==> src/lpm_pkg.sv <==
// Package for the longest-prefix-match forwarding table.
// Holds the item kinds, status codes, register indexes, controller states,
// the structs passed along the cell chain and the mask helper functions.
`default_nettype none

package lpm_pkg;

  localparam int LPM_TABLE_DEPTH = 64;

  typedef enum logic [1:0] {
    KIND_ADD    = 2'd0,
    KIND_LOOKUP = 2'd1,
    KIND_CLEAR  = 2'd2
  } kind_t;

  typedef enum logic [1:0] {
    STATUS_DONE = 2'd0,
    STATUS_FULL = 2'd1,
    STATUS_DUP  = 2'd2
  } status_t;

  typedef enum logic [1:0] {
    REG_DEFAULT_VALID     = 2'd0,
    REG_DEFAULT_INTERFACE = 2'd1,
    REG_DEFAULT_NEXT_HOP  = 2'd2
  } reg_index_t;

  typedef enum logic [1:0] {
    S_IDLE   = 2'd0,
    S_LOAD   = 2'd1,
    S_SCAN   = 2'd2,
    S_FINISH = 2'd3
  } state_t;

  // Token that walks the cell chain, gathering the search outcome.
  typedef struct packed {
    logic        valid;
    kind_t       kind;
    logic [31:0] addr;
    logic [5:0]  len;
    logic [31:0] pfx;
    logic        best_found;
    logic [5:0]  best_len;
    logic [7:0]  best_ifc;
    logic [31:0] best_nh;
    logic        dup;
    logic        free_found;
  } token_t;

  // Commands broadcast from the controller to every cell.
  typedef struct packed {
    logic        commit_add;
    logic        clear_all;
    logic [31:0] pfx;
    logic [5:0]  len;
    logic [7:0]  ifc;
    logic [31:0] nh;
  } bcast_t;

  function automatic logic [31:0] mask_of(input logic [5:0] len);
    logic [31:0] m;
    if (len == 6'd0) begin
      m = 32'd0;
    end else if (len >= 6'd32) begin
      m = 32'hFFFF_FFFF;
    end else begin
      m = ~(32'hFFFF_FFFF >> len);
    end
    return m;
  endfunction

  // Keeps only the run of ones at the top of the mask.
  function automatic logic [31:0] leading_mask(input logic [31:0] m);
    logic [31:0] z;
    z = ~m;
    z = z | (z >> 1);
    z = z | (z >> 2);
    z = z | (z >> 4);
    z = z | (z >> 8);
    z = z | (z >> 16);
    return ~z;
  endfunction

endpackage

`default_nettype wire

==> src/lpm_cell.sv <==
// One entry of the forwarding table as a cell of the search chain.
// Depends on lpm_pkg for the token and broadcast structs and mask_of.
`default_nettype none

module lpm_cell
  import lpm_pkg::*;
(
  input  wire logic   clk,
  input  wire logic   rst,
  input  wire token_t tok_in,
  input  wire bcast_t bc,
  output token_t      tok_out,
  output logic        pending
);

  logic        valid;
  logic [31:0] prefix;
  logic [5:0]  length;
  logic [7:0]  ifc;
  logic [31:0] nh;

  logic   match;
  logic   better;
  logic   is_dup;
  logic   claim;
  token_t tok_next;

  always_comb begin
    match    = valid && ((tok_in.addr & mask_of(length)) == prefix);
    better   = match && (!tok_in.best_found || (length > tok_in.best_len));
    is_dup   = valid && (length == tok_in.len) && (prefix == tok_in.pfx);
    claim    = tok_in.valid && (tok_in.kind == KIND_ADD) && !valid && !tok_in.free_found;
    tok_next = tok_in;
    if (tok_in.kind == KIND_LOOKUP && better) begin
      tok_next.best_found = 1'b1;
      tok_next.best_len   = length;
      tok_next.best_ifc   = ifc;
      tok_next.best_nh    = nh;
    end
    if (tok_in.kind == KIND_ADD) begin
      tok_next.dup        = tok_in.dup | is_dup;
      tok_next.free_found = tok_in.free_found | !valid;
    end
  end

  always_ff @(posedge clk) begin
    if (rst) begin
      valid   <= 1'b0;
      pending <= 1'b0;
      tok_out <= '0;
    end else begin
      tok_out <= tok_next;
      if (bc.clear_all) begin
        valid <= 1'b0;
      end
      if (bc.commit_add) begin
        pending <= 1'b0;
        if (pending) begin
          valid <= 1'b1;
        end
      end
      if (tok_in.valid) begin
        pending <= claim;
      end
    end
  end

  always_ff @(posedge clk) begin
    if (bc.commit_add && pending) begin
      prefix <= bc.pfx;
      length <= bc.len;
      ifc    <= bc.ifc;
      nh     <= bc.nh;
    end
  end

endmodule

`default_nettype wire
==> config.mk <==
export PLATFORM = sky130hd
export DESIGN_NAME = lpm_cell
export DESIGN_NICKNAME = d
export VERILOG_FILES = /design/src/lpm_pkg.sv /design/src/lpm_cell.sv
export SDC_FILE = /design/constraint.sdc
export NUM_CORES = 1
export LEC_CHECK = 0
export BUFFER_PORTS_ARGS = -buffer_cell sky130_fd_sc_hd__buf_2
export CORE_MARGIN = 5
export CORE_UTILIZATION = 49
export CTS_CLUSTER_DIAMETER = 30
export CTS_CLUSTER_SIZE = 40
export DETAILED_ROUTE_END_ITERATION = 10
export GPL_ROUTABILITY_DRIVEN = 1
export GPL_TIMING_DRIVEN = 0
export HOLD_SLACK_MARGIN = 0.02
export PLACE_DENSITY = 0.77
export SETUP_SLACK_MARGIN = 0.05
export SLEW_MARGIN = 20
export SYNTH_ARGS = -nofsm -noshare
export SYNTH_HDL_FRONTEND = slang
export SYNTH_SLANG_ARGS = --single-unit
==> constraint.sdc <==
create_clock -name clk -period 3.1 [get_ports clk]
set_input_delay 0.155 -clock clk [delete_from_list [all_inputs] [get_ports clk]]
set_output_delay 0.155 -clock clk [all_outputs]
set_load 0.02 [all_outputs]
; ---- Word level (Yosys, flattened, before mapping)
; Cells that the tools add are included.
[op_classes]
add_sub_neg = 0
mul = 0
n_div = 0
n_lt_le_gt_ge = 2
eq_ne = 4
n_shift = 1
muxes = 9
n_bitwise = 4
reduce_logical = 16
[ops]
columns = operator, count
row1 = 32-bit == test, 2
row2 = 32-bit two-way mux, 2
row3 = 47-bit two-way mux, 1
row4 = 32-bit AND, 1
row5 = 32-bit NOT, 1
row6 = "32-bit by 6-bit >> shifter with 32-bit output, first input constant", 1
row7 = 1-bit logical AND, 9
row8 = 6-bit == test, 1
row9 = "6-bit >= comparator, second input constant", 1
row10 = 6-bit greater-than comparator, 1
row11 = 6-bit logical NOT, 1
row12 = 1-bit two-way mux, 5
row13 = 1-bit logical NOT, 3
row14 = "2-bit by 1-bit == test with 1-bit output, second input constant", 1
row15 = 2-bit logical NOT, 1
row16 = 2-bit two-way mux, 1
row17 = 1-bit OR, 2
row18 = 2-bit nonzero test, 1
row19 = 1-bit logical OR, 1
[word_totals]
regBits = 202
latchBits = 0
ram_bits = 0
romBits = 0
inputBits = 204
output_inout_bits = 123
memories = 0

; ---- Depth between registers and ports, before layout
; Gate-level depths: netlist of the first run.
[depth]
ltp_word = 10
depth_mapped = 13

; ---- Worst setup path after synthesis of the first run
; Ideal clock, no wire load.
[synth_path]
path_type = reg2reg
startpoint = register length[5]
endpoint = register tok_out[42] in the netlist's numbering
arrival_time_ns = 2.700
required_ns = 2.968
slack_ns = 0.268
stages_incl_launch_ff = 12
path_cell_list = edfxtp_1 buf_6 or2_0 buf_2 a221oi_2 a31oi_1 or4_1 or4_1 buf_6 buf_6 o31ai_1 a21oi_1
[synth_via]
elab_chain_cells = 10
elab_cells_between_ends = 14
cone_classes = order compare (2) / eq/ne (1) / shift (1) / mux (3) / bitwise (2) / reduce/logical (5)
[synth_lines]
columns = element, line
row1 = start: declaration, lpm_cell.sv:18  ; logic [5:0] length;
row2 = start signal: assignment, lpm_cell.sv:71  ; length <= bc.len;
row3 = 32-bit by 6-bit >> shifter with 32-bit output, lpm_pkg.sv:67  ; m = ~(32'hFFFF_FFFF >> len);
row4 = 32-bit NOT, lpm_pkg.sv:67
row5 = 32-bit two-way mux, lpm_pkg.sv:64  ; end else if (len >= 6'd32) begin
row6 = 32-bit two-way mux, lpm_pkg.sv:62  ; if (len == 6'd0) begin
row7 = 32-bit AND, lpm_cell.sv:29  ; match = valid && ((tok_in.addr & mask_of(length)) == prefix);
row8 = 32-bit == test, lpm_cell.sv:29
row9 = 1-bit logical AND, lpm_cell.sv:29
row10 = 1-bit logical AND (*), lpm_cell.sv:30  ; better = match && (!tok_in.best_found || (length > tok_in.best_len));
row11 = 1-bit logical AND (*), lpm_cell.sv:34  ; if (tok_in.kind == KIND_LOOKUP && better) begin
row12 = 47-bit two-way mux (*), lpm_cell.sv:34
row13 = end signal: assignment, lpm_cell.sv:52  ; tok_out <= tok_next;
row14 = end: declaration, lpm_cell.sv:12  ; output token_t tok_out,
; Mark *: on every way between the ends. The rest lies on a longest branch, timed or not.
; A chain may end at the register's enable or synchronous reset.

; ---- Final worst setup path of the first run
[layout_path]
startpoint = register length[3]
endpoint = register tok_out[38] in the netlist's numbering
; The elaborated chain is that of the path after synthesis.

==> implementation parameters, run 1 <==
Parameter                              Value

Synth
  Sequential area share after synthesis    58.5%
  Library cell with the largest summed area after synthesis    sky130_fd_sc_hd__dfxtp_1
  Fraction of registers with async set/reset    0%
  Prevailing post-synth register cell    sky130_fd_sc_hd__dfxtp_1
  Number of nets produced by synthesis    918
  Post-synth cell types    56
  Number of register bits inferred by synthesis    202
  Average cell area after synthesis    11.6 um^2
  Cell area after technology mapping    8240 um^2
  Count of mapped cells out of synthesis    708
  EDFF count, synth    78
  Proportion of netlist area held by the largest area contributor    30.1%
  Cells taking the most area after synthesis    sky130_fd_sc_hd__dfxtp_1, sky130_fd_sc_hd__edfxtp_1, sky130_fd_sc_hd__o31ai_2, sky130_fd_sc_hd__nor2b_1, sky130_fd_sc_hd__nand4_1
  Number of warnings issued by yosys    0

STA
  Max transition margin    42.6%
  Setup Total Neg Slack    -5.74 ns
  Maximum achievable frequency    299 MHz
  Tightest Pin Transition    0.861 ns
  Number of max-slew violations in the final report    0
  Final hold slack    0.117 ns
  Setup violation total in the final timing report    43
  Fin crit period    3.34 ns
  Fin Clk Skew    0.0321 ns
  Worst-case setup margin in the final layout    -0.242 ns
  Hold Violations, Final    0
  Final worst-path cycle share    108%
  Setup repair after global routing missed its margin    true

Floorplan
  Die area    19500 um^2
  Starting utilization of the core area    49.9%
  Chip height    140 um
  Number of top-level pins    327
  Width of the chip    140 um
  Total number of placement rows    47
  Core box area    16500 um^2

Hold path
  Worst hold path class    in -> reg
  Hold path startpoint    rst
  Worst hold endpoint    tok_out[80]
  Number of instances on the worst hold path    2

Routing
  Avg Vias per Cell    5.85
  Number of nets still failing antenna checks after routing    0
  Aggregate routed wire length    39000 um
  Routed len/inst    25.0 um
  DRT iter0 DRCs    894
  Number of DRC violations after detailed routing    0
  Number of detailed-routing iterations run before antenna repair    5
  Vias    9116

Placement
  Detailed placement HPWL    20400 um
  Setup Slack @ Placement    -0.787 ns
  Routability cong.    0.927
  Port-buffer cells    325
  Number of placed cells counting well taps    1254

Layout
  Most common cell after layout, fill and taps aside    sky130_fd_sc_hd__buf_2
  Commonest cells after routing, fill and taps aside    sky130_fd_sc_hd__buf_2, sky130_fd_sc_hd__dlygate4sd3_1, sky130_fd_sc_hd__dfxtp_1
  Number of nets in the layout    1513
  Layout-stage area growth over the synthesis result    75.7%
  Filler-free cell count of the finished design    1558
  Fraction of final layout cells with drive strength greater than 1    41.1%

Setup path
  Nature of the critical path startpoint    register
  Cell breakdown of the critical path    buf_6 > buf_6 > or4_4 > nand2_1 > xor2_1 > nand4_1 > or4_1 > buf_6 > buf_6 > o31ai_4 > a21oi_1
  Crit-path most repeated cell    sky130_fd_sc_hd__buf_6
  Worst setup EP type    register
  Critical register-to-register path startpoint    length[3]
  Slowest cell on the critical path    sky130_fd_sc_hd__or4_4
  Required time at the endpoint of the critical path    3.44 ns
  Data arrival at the endpoint of the critical path    3.68 ns
  Cell depth of the worst flop-to-flop path    11
  Worst-path fanout max    10
  CP peak stage delay    0.56 ns
  Minimum setup slack among reg-to-reg paths    -0.24 ns
  Category of the most critical setup path    reg -> reg
  Reg-to-reg critical path endpoint    tok_out[38]

Run status
  Failing checks    negative setup slack
  Result of the run    finished with violations

GRT
  Maximum number of pins on one net before global-route repair    46
  Wire length of the first global-routing pass    54500 um
  Via count of the first global-routing pass    9469
  Total congestion overflow    0
  Overall fraction of global-route tracks in use    35.5%
  Number of antenna violations at the first check in global routing    3

Power and ir drop
  Overall Power    7.88 mW
  Power per cell area    544 nW/um^2
  Leakage power summed over all cells    6.06 nW
  Maximum resistive drop on vdd    0.000681 V

Clocking
  Buffer cell driving the clock tree root    sky130_fd_sc_hd__clkbuf_16
  Total clock buffers created by CTS    39
  Clock Path Buffers    3
  Num Clock Sinks    202
  CTS tree    built
  CTS HTree Levels    2
  Clk_lat worst skew    0.53 ns
  Clock slew at the register clock pins of the worst setup and hold paths    0.06 ns

Job
  Total of max-cap violations    0
[sequential cells by signal, summed over array words and instances (netlist names)]
register  flops
prefix       32
valid         1
pending       1
tok_out     122
ifc           8
nh           32
length        6
[cells by family after synthesis]
| group | count (synthesis) | share of synthesized area, % |
|---|---|---|
| DFF | 202 | 58.5 |
| buffers and inverters | 76 | 4.40 |
| and+or+nand+nor | 204 | 14.7 |
| AOI/OAI and AO/OA | 163 | 15.4 |
| adders and majority gates | 6 | 0.911 |
| xor gates and xnor gates | 55 | 5.85 |
| muxes | 2 | 0.258 |
[layer usage]
metal	track usage (%)	up-vias	wire length, um
li1	-	3820	-
met3	9.19	197	3810
met1	38.9	4353	13000
met5	0	-	0
met2	63.5	746	19800
met4	17.7	0	2390
[power by group]
group          internal [mW]  switching, mW
Sequential              2.85         0.0368
Combinational          0.437          0.460
Clock                   2.59           1.50
Total                   5.88           2.00
[through the flow]
| step | utilization, % | area (um^2) |
|---|---|---|
| floorplan | - | 8240 |
| global placement | 61.4 | 10100 |
| detailed placement | 61.6 | 10200 |
| CTS | 84.5 | 14000 |
| global route | 87.6 | 14500 |
| finish | 87.6 | 14500 |
[worst max path at each step]
stage	from	endpoint	slack (ns)	depth (start not counted)
floorplan	length[5]	tok_out[42]	0.27	11
global placement	length[0]	tok_out[35]	-0.71	13
detailed placement	length[0]	tok_out[35]	-0.79	13
CTS	length[3]	tok_out[35]	-0.02	10
global route	length[3]	tok_out[38]	-0.25	11
finish	length[3]	tok_out[38]	-0.24	11
[repair_timing]
item	4_1_cts	5_1_grt
setup buffers	18	7
hold buffers	203	0
setup endpoints to repair	47	47
pin swaps	33	37
hold endpoints to repair	202	0
gates cloned	2	1
resized for setup	77	99
[synthesized netlist by cell type (all sizes together) (6+ instances only)]
cell type    n
dfxtp      124
edfxtp      78
nor2b       75
a21oi       57
nand4       56
o31ai       49
xor2        39
buf         30
clkbuf      29
nor2        19
inv         17
o21ai       17
xnor2       16
nand2       11
nor4        10
nand2b       7
ha           6
[critical path: cells and delay by family, from the launching register on]
kind / cells / cell delay (ns)
DFF: 1 / 0.42
and+or+nand+nor: 4 / 1.43
xor gates and xnor gates: 1 / 0.19
AOI/OAI and AO/OA: 2 / 0.45
buffers and inverters: 4 / 0.68
[area by class of cell]
| cell class | instances | area [um^2] |
|---|---|---|
| flip-flops and latches | 202 | 4820 |
| repair buffers | 556 | 3940 |
| multi-input cells | 430 | 3650 |
| fillers | 726 | 2050 |
| clock buffers | 49 | 1040 |
| plain buffers | 57 | 454 |
| well taps | 220 | 275 |
| clock inverters | 23 | 218 |
| inverters | 17 | 63.8 |
| diodes | 4 | 10.0 |
Note: power is estimated with default switching activity, not from simulation.
==> run 2: changes to the inputs <==
- CORE_UTILIZATION: 49 -> 44
- PLACE_DENSITY: 0.77 -> 0.72
- clock period: 3.1 -> 2.9 ns (I/O delays scaled with it)
==> implementation parameters, run 2 (synthesis gave the netlist of run 1 again) <==
Parameter                              Value

Placement
  Routability cong.    0.951 (+2.6%)
  Detailed placement HPWL    21100 um (+3.2%)
  Total placed instance area    10200 um^2 (+0.17%)
  Number of placed cells counting well taps    1268 (+1.1%)
  Port-buffer cells    325 (unchanged)

Layout
  Filler-free cell count of the finished design    1544 (-0.90%)
  Most flop-heavy register    tok_out
  Most common cell after layout, fill and taps aside    sky130_fd_sc_hd__buf_2
  Number of nets in the layout    1492 (-1.4%)
  Fraction of final layout cells with drive strength greater than 1    38.7% (-2.4 points)
  Number of inserted diodes    0 (-4)
  Layout-stage area growth over the synthesis result    68.3%
  Largest registers in the final layout    tok_out x122, nh x32, prefix x32
  Non-Filler Cell Area, Final    13900 um^2 (-4.2%)
  Count of filler cells inserted in the layout    1163 (+60%)
  Area of the multi-input gates    3330 um^2 (-8.7%)
  Area occupied by registers    4820 um^2 (unchanged)
  Flip-flop count of the largest register after layout    122 (unchanged)
  Commonest cells after routing, fill and taps aside    sky130_fd_sc_hd__buf_2, sky130_fd_sc_hd__dlygate4sd3_1, sky130_fd_sc_hd__dfxtp_1

Power and ir drop
  Overall Power    8.15 mW (+3.5%)
  Leakage power summed over all cells    5.86 nW (-3.4%)
  Maximum resistive drop on vdd    0.000589 V (-14%)
  Power per cell area    588 nW/um^2 (+8.0%)

Clocking
  Clk_lat worst skew    0.53 ns (about the same)
  Buffer cell driving the clock tree root    sky130_fd_sc_hd__clkbuf_16
  Clock slew at the register clock pins of the worst setup and hold paths    0.06 ns (about the same)
  Num Clock Sinks    202 (unchanged)
  CTS HTree Levels    2 (unchanged)
  Total clock buffers created by CTS    36 (-7.7%)
  Clock Path Buffers    3 (unchanged)
  CTS tree    built

STA
  Hold Violations, Final    0 (unchanged)
  Setup Total Neg Slack    -10.41 ns (-4.67 ns)
  Final worst-path cycle share    112% (+4.1 points)
  Maximum achievable frequency    308 MHz (+3.0%)
  Setup violation total in the final timing report    46 (+7.0%)
  Fin Clk Skew    0.0294 ns (-0.00260 ns)
  Final hold slack    0.0733 ns (-0.0435 ns)
  Setup repair after global routing missed its margin    true
  Fin crit period    3.24 ns (-0.0976 ns)
  Number of max-slew violations in the final report    0 (unchanged)
  Tightest Pin Transition    0.805 ns (-0.0567 ns)
  Worst-case setup margin in the final layout    -0.344 ns (-0.102 ns)
  Max transition margin    46.4% (+3.8 points)

Hold path
  Worst hold path class    in -> reg

Floorplan
  Number of top-level pins    327 (unchanged)
  Die area    21600 um^2 (+11%)
  Width of the chip    147 um (+5.1%)
  Total number of placement rows    50 (+6.4%)
  Chip height    147 um (+5.1%)
  Core box area    18600 um^2 (+12%)
  Starting utilization of the core area    44.4% (-5.5 points)

Setup path
  Cell breakdown of the critical path    buf_6 > o41a_1 > a32oi_1 > o311ai_1 > or4_4 > or4_4 > buf_12 > buf_6 > o31ai_2 > a21oi_1
  Required time at the endpoint of the critical path    3.27 ns (-0.17 ns)
  Data arrival at the endpoint of the critical path    3.61 ns (-0.07 ns)
  Slowest cell on the critical path    sky130_fd_sc_hd__or4_4
  CP peak stage delay    0.56 ns (about the same)
  Worst setup EP type    register
  Nature of the critical path startpoint    register
  Worst-path fanout max    10 (unchanged)
  Category of the most critical setup path    reg -> reg

Job
  Total of max-cap violations    0 (unchanged)

Run status
  Result of the run    finished with violations
  Failing checks    negative setup slack

GRT
  Met1 GRT Util    34.2% (-4.6 points)
  Wire length of the first global-routing pass    50800 um (-6.8%)
  Maximum number of pins on one net before global-route repair    51 (+11%)
  Total congestion overflow    0 (unchanged)
  Overall fraction of global-route tracks in use    30.2% (-5.3 points)
  Via count of the first global-routing pass    9034 (-4.6%)
  Number of antenna violations at the first check in global routing    0 (-3)
  Global route hottest layer    met2
  Met2 layer usage reported by global route    54.5% (-9.1 points)
  GRT met3 Usage    7.13% (-2.1 points)

Routing
  Vias    8546 (-6.3%)
  Aggregate routed wire length    35300 um (-9.4%)
  DRT iter0 DRCs    624 (-30%)
  Avg Vias per Cell    5.53 (-5.4%)
  Number of nets still failing antenna checks after routing    0 (unchanged)
  Number of detailed-routing iterations run before antenna repair    5 (unchanged)
  Number of DRC violations after detailed routing    0 (unchanged)
  Routed len/inst    22.9 um (-8.6%)
==> run 2: through the flow <==
stage	setup WS [ns]	util (%)
2_1_floorplan	0.0678	-
3_3_place_gp	-0.871	54.7
3_5_place_dp	-0.910	54.8
4_1_cts	-0.162	73.4
5_1_grt	-0.385	74.6
6_report	-0.344	74.6
==> run 2: what timing repair did <==
action | CTS | global route
endpoints found under the setup margin | 47 | 47
setup buffers | 8 | 0
hold buffers | 203 | 0
resized for setup | 47 | 62
pin swaps | 4 | 9
endpoints found under the hold margin | 202 | 0
==> run 2: worst paths after layout <==
path	from	to	slack (ns)	cells after the start
max	length[2]	tok_out[27]	-0.34	10
min	rst	tok_out[70]	0.07	2
max reg2reg	length[2]	tok_out[27]	-0.34	10
min reg2reg	nh[4]	tok_out[6]	0.54	2
==> run 2: critical path, delay by kind of cell (launching register included) <==
kind / cells / cell delay, ns
simple gates: 2 / 1.01
flops: 1 / 0.41
compound gates: 5 / 1.18
buf+inv: 3 / 0.50
==> run 2: report_power, final <==
group | switching (mW) | internal [mW]
registers | 0.0331 | 3.05
clock network | 1.61 | 2.55
logic | 0.455 | 0.451
==> run 2: per-layer routing <==
layer | up-vias | share of wire, %
met5 | - | 0
met4 | 0 | 4.6
met3 | 129 | 9.2
met2 | 587 | 51
met1 | 4061 | 36
li1 | 3769 | -
==> run 2: final cells by class <==
class	count	area share, %
inverters	17	0.460
well taps	234	2.11
clock buffers	40	6.90
clock inverters	26	1.79
multi-input cells	430	24.0
flip-flops and latches	202	34.8
repair buffers	537	27.0
plain buffers	58	2.92
==> run 3: changes to the inputs <==
- BUFFER_PORTS_ARGS: -buffer_cell sky130_fd_sc_hd__buf_2 -> default
- CORE_UTILIZATION: 44 -> 57
- DONT_BUFFER_PORTS: default -> 1
- PLACE_DENSITY: 0.72 -> 0.71
==> implementation parameters, run 3 <==
Parameter                              Value

Synth
  Fraction of registers with async set/reset    0% (unchanged)
  Count of mapped cells out of synthesis    708 (unchanged)
  Number of warnings issued by yosys    0 (unchanged)
  Adder-Cell Fraction of Synth Area    0.911% (unchanged)
  Commonest cells post-synth    sky130_fd_sc_hd__dfxtp_1, sky130_fd_sc_hd__edfxtp_1, sky130_fd_sc_hd__nor2b_1
  Prevailing post-synth register cell    sky130_fd_sc_hd__dfxtp_1
  Sequential area share after synthesis    58.5% (unchanged)
  Cell area after technology mapping    8240 um^2 (unchanged)
  Largest family of logic cells by synthesized area    compound AO/OA/AOI/OAI gates
  Number of register bits inferred by synthesis    202 (unchanged)
  Library cell with the largest summed area after synthesis    sky130_fd_sc_hd__dfxtp_1
  Xor/xnor share of the synthesized area    5.85% (unchanged)
  Most frequent cell after synthesis    sky130_fd_sc_hd__dfxtp_1
  Average cell area after synthesis    11.6 um^2 (unchanged)
  EDFF count, synth    78 (unchanged)
  Proportion of netlist area held by the largest area contributor    30.1% (unchanged)
  Proportion of synthesized area in mux cells    0.258% (unchanged)
  Area share of and/or/nand/nor cells after synthesis    14.7% (unchanged)
  Compound-gate portion of the synthesized area    15.4% (unchanged)
  Cells taking the most area after synthesis    sky130_fd_sc_hd__dfxtp_1, sky130_fd_sc_hd__edfxtp_1, sky130_fd_sc_hd__o31ai_2, sky130_fd_sc_hd__nor2b_1, sky130_fd_sc_hd__nand4_1
  Number of nets produced by synthesis    918 (unchanged)
  Post-synth cell types    56 (unchanged)

Floorplan
  Number of top-level pins    327 (unchanged)
  Total number of placement rows    44 (-12%)
  Chip height    130 um (-11%)
  Width of the chip    130 um (-11%)
  Starting utilization of the core area    57.3% (+13 points)

Run status
  Result of the run    did not finish
  Stage where the flow stopped    4_1_cts
  Stop err    [ERROR RSZ-0060] Max buffer count reached.

Placement
  Setup Slack @ Placement    -0.909 ns (+0.00103 ns)
  Detailed placement HPWL    18200 um (-14%)
  Routability cong.    0.975 (+2.5%)
  Number of placed cells counting well taps    893 (-30%)
  Port-buffer cells    0 (-100%)

Clocking
  Buffer cell driving the clock tree root    sky130_fd_sc_hd__clkbuf_16
  Hold bufs inserted after CTS    193 (-4.9%)
  Num Clock Sinks    202 (unchanged)
  CTS HTree Levels    2 (unchanged)
  Resize count post-CTS    45 (-4.3%)
  Setup fix buffers added after clock tree synthesis    7 (-1)
  Total clock buffers created by CTS    34 (-5.6%)
  Clock Path Buffers    3 (unchanged)
run 3: cell counts after synthesis:
No cell type changed its count.
run 3: per-stage QoR:
stage / hold WS [ns] / instance area [um^2]
3_3_place_gp: 0.244 / 8470
3_5_place_dp: 0.244 / 8490
2_1_floorplan: 0.244 / 8240
run 3: cell families after synthesis:
| family | count (synthesis) |
|---|---|
| AND/OR/NAND/NOR | 204 |
| flip-flops | 202 |
| XOR/XNOR | 55 |
| AO/OA/AOI/OAI | 163 |
| buffers and inverters | 76 |
| multiplexers | 2 |
| adder cells (fa/ha/maj) | 6 |
==> run 4: changes to the inputs <==
- CORE_UTILIZATION: 57 -> 40
- CTS_CLUSTER_DIAMETER: 30 -> default
- CTS_CLUSTER_SIZE: 40 -> default
- HOLD_SLACK_MARGIN: 0.02 -> default
- PLACE_DENSITY: 0.71 -> default
- PLACE_DENSITY_LB_ADDON: default -> 0.15
- SETUP_SLACK_MARGIN: 0.05 -> default
- clock period: 2.9 -> 3.8 ns (I/O delays scaled with it)
==> implementation parameters, run 4 (synthesis gave the netlist of run 1 again) <==
Parameter                              Value

Run status
  Result of the run    finished clean

Layout
  Number of nets in the layout    1144
  Count of filler cells inserted in the layout    1672
  Largest registers in the final layout    tok_out x122, nh x32, prefix x32
  Most common cell after layout, fill and taps aside    sky130_fd_sc_hd__dlygate4sd3_1
  Non-Filler Cell Area, Final    11400 um^2
  Commonest cells after routing, fill and taps aside    sky130_fd_sc_hd__dlygate4sd3_1, sky130_fd_sc_hd__dfxtp_1, sky130_fd_sc_hd__edfxtp_1
  Area of the multi-input gates    3070 um^2
  Fraction of final layout cells with drive strength greater than 1    11.7%
  Most flop-heavy register    tok_out
  Area occupied by registers    4820 um^2
  Flip-flop count of the largest register after layout    122
  Layout-stage area growth over the synthesis result    38.1%

Placement
  Routability cong.    0.832 (-15%)
  Total placed instance area    8600 um^2 (+1.3%)
  Detailed placement HPWL    20000 um (+10%)
  Port-buffer cells    0 (unchanged)

Job
  Total of max-cap violations    0

Setup path
  Reg-to-reg critical path endpoint    tok_out[5]
  Data arrival at the endpoint of the critical path    4.06 ns
  Cell depth of the worst flop-to-flop path    12
  Minimum setup slack among reg-to-reg paths    0.11 ns
  Worst setup EP type    register
  Category of the most critical setup path    reg -> reg
  Worst-path fanout max    10
  Nature of the critical path startpoint    register
  Required time at the endpoint of the critical path    4.16 ns
  Critical register-to-register path startpoint    length[3]

Floorplan
  Chip height    154 um (+18%)
  Core box area    20200 um^2
  Total number of placement rows    52 (+18%)
  Starting utilization of the core area    40.7% (-17 points)
  Die area    23600 um^2
  Width of the chip    154 um (+18%)
  Number of top-level pins    327 (unchanged)

Power and ir drop
  Maximum resistive drop on vdd    0.000349 V
  Power per cell area    436 nW/um^2
  Leakage power summed over all cells    4.09 nW
  Overall Power    4.96 mW

Routing
  Vias    6692
  Number of DRC violations after detailed routing    0
  Number of detailed-routing iterations run before antenna repair    5
  Aggregate routed wire length    29200 um
  Avg Vias per Cell    5.48
  Number of nets still failing antenna checks after routing    0
  Routed len/inst    23.9 um
  DRT iter0 DRCs    420

GRT
  Via count of the first global-routing pass    7366
  Maximum number of pins on one net before global-route repair    46
  Wire length of the first global-routing pass    43300 um
  Overall fraction of global-route tracks in use    23.5%
  Number of antenna violations at the first check in global routing    2
  Total congestion overflow    0

Clocking
  CTS HTree Levels    1 (-1)
  Clock Path Buffers    3 (unchanged)
  CTS tree    built
  Clk_lat worst skew    0.51 ns
  Num Clock Sinks    202 (unchanged)
  Buffer cell driving the clock tree root    sky130_fd_sc_hd__clkbuf_16
  Clock slew at the register clock pins of the worst setup and hold paths    0.06 ns
  Total clock buffers created by CTS    22 (-35%)

Hold path
  Worst hold endpoint    tok_out[100]
  Hold path startpoint    rst
  Number of instances on the worst hold path    2
  Worst hold path class    in -> reg

STA
  Fin Clk Skew    0.0179 ns
  Max transition margin    44.0%
  Setup Total Neg Slack    0 ns
  Hold Violations, Final    0
  Fin crit period    3.69 ns
  Number of max-slew violations in the final report    0
  Final worst-path cycle share    97.2%
  Setup repair after global routing missed its margin    false
  Tightest Pin Transition    0.840 ns
  Maximum achievable frequency    271 MHz
  Setup violation total in the final timing report    0
## run 4: how the worst max path moves through the flow
stage	start	end	cells after the start	slack [ns]
floorplan	length[5]	tok_out[42]	11	0.97
global placement	length[5]	tok_out[24]	11	-0.25
detailed placement	length[5]	tok_out[24]	11	-0.24
CTS	length[3]	tok_out[24]	12	0.09
global route	length[3]	tok_out[18]	12	0.001
finish	length[3]	tok_out[5]	12	0.11
## run 4: repair_timing
item,4_1_cts,5_1_grt
endpoints found under the setup margin,29,32
hold endpoints to repair,202,0
resized for setup,2,4
pin swaps,0,0
hold buffers,202,0
cloned,0,0
buffers inserted,0,0
## run 4: critical path, stage by stage, from the launching register on
cell and delay [ns]:
sky130_fd_sc_hd__edfxtp_1 0.41, sky130_fd_sc_hd__buf_2 0.22, sky130_fd_sc_hd__buf_2 0.25, sky130_fd_sc_hd__buf_2 0.31
sky130_fd_sc_hd__o21ai_0 0.12, sky130_fd_sc_hd__a21boi_0 0.36, sky130_fd_sc_hd__xnor2_1 0.17, sky130_fd_sc_hd__nand4_1 0.20
sky130_fd_sc_hd__or4_1 0.59, sky130_fd_sc_hd__buf_2 0.23, sky130_fd_sc_hd__buf_2 0.24, sky130_fd_sc_hd__o31ai_2 0.32
sky130_fd_sc_hd__a21oi_1 0.13
## run 4: power breakdown
group | internal, mW | leakage (nW) | switching (mW)
logic | 0.216 | 1.99 | 0.145
clock network | 1.27 | 0.372 | 0.878
registers | 2.33 | 1.74 | 0.127
## run 4: cell type report
cell class / instances / share of cell area [%]
flip-flops and latches: 202 / 42.4
multi-input cells: 430 / 27.0
repair buffers: 203 / 17.9
clock buffers: 28 / 5.67
well taps: 270 / 2.97
plain buffers: 58 / 2.63
clock inverters: 12 / 0.824
inverters: 17 / 0.561
diodes: 2 / 0.0440
## run 4: routing by layer
layer / vias up / part of all wire, % / track usage, %
met5: - / 0 / 0
met4: 0 / 3.2 / 8.24
met3: 71 / 8.4 / 7.36
met2: 344 / 51 / 42.7
met1: 3231 / 37 / 25.9
li1: 3046 / - / -
## run 4: through the flow
step	instances	utilization, %	hold slack, ns	setup slack (ns)
global route	1222	56.3	0.0739	0.00136
CTS	1221	56.2	0.0543	0.0870
detailed placement	979	42.5	0.289	-0.237
finish	1222	56.3	0.0710	0.106
global placement	978	42.4	0.289	-0.254
floorplan	708	-	0.289	0.968
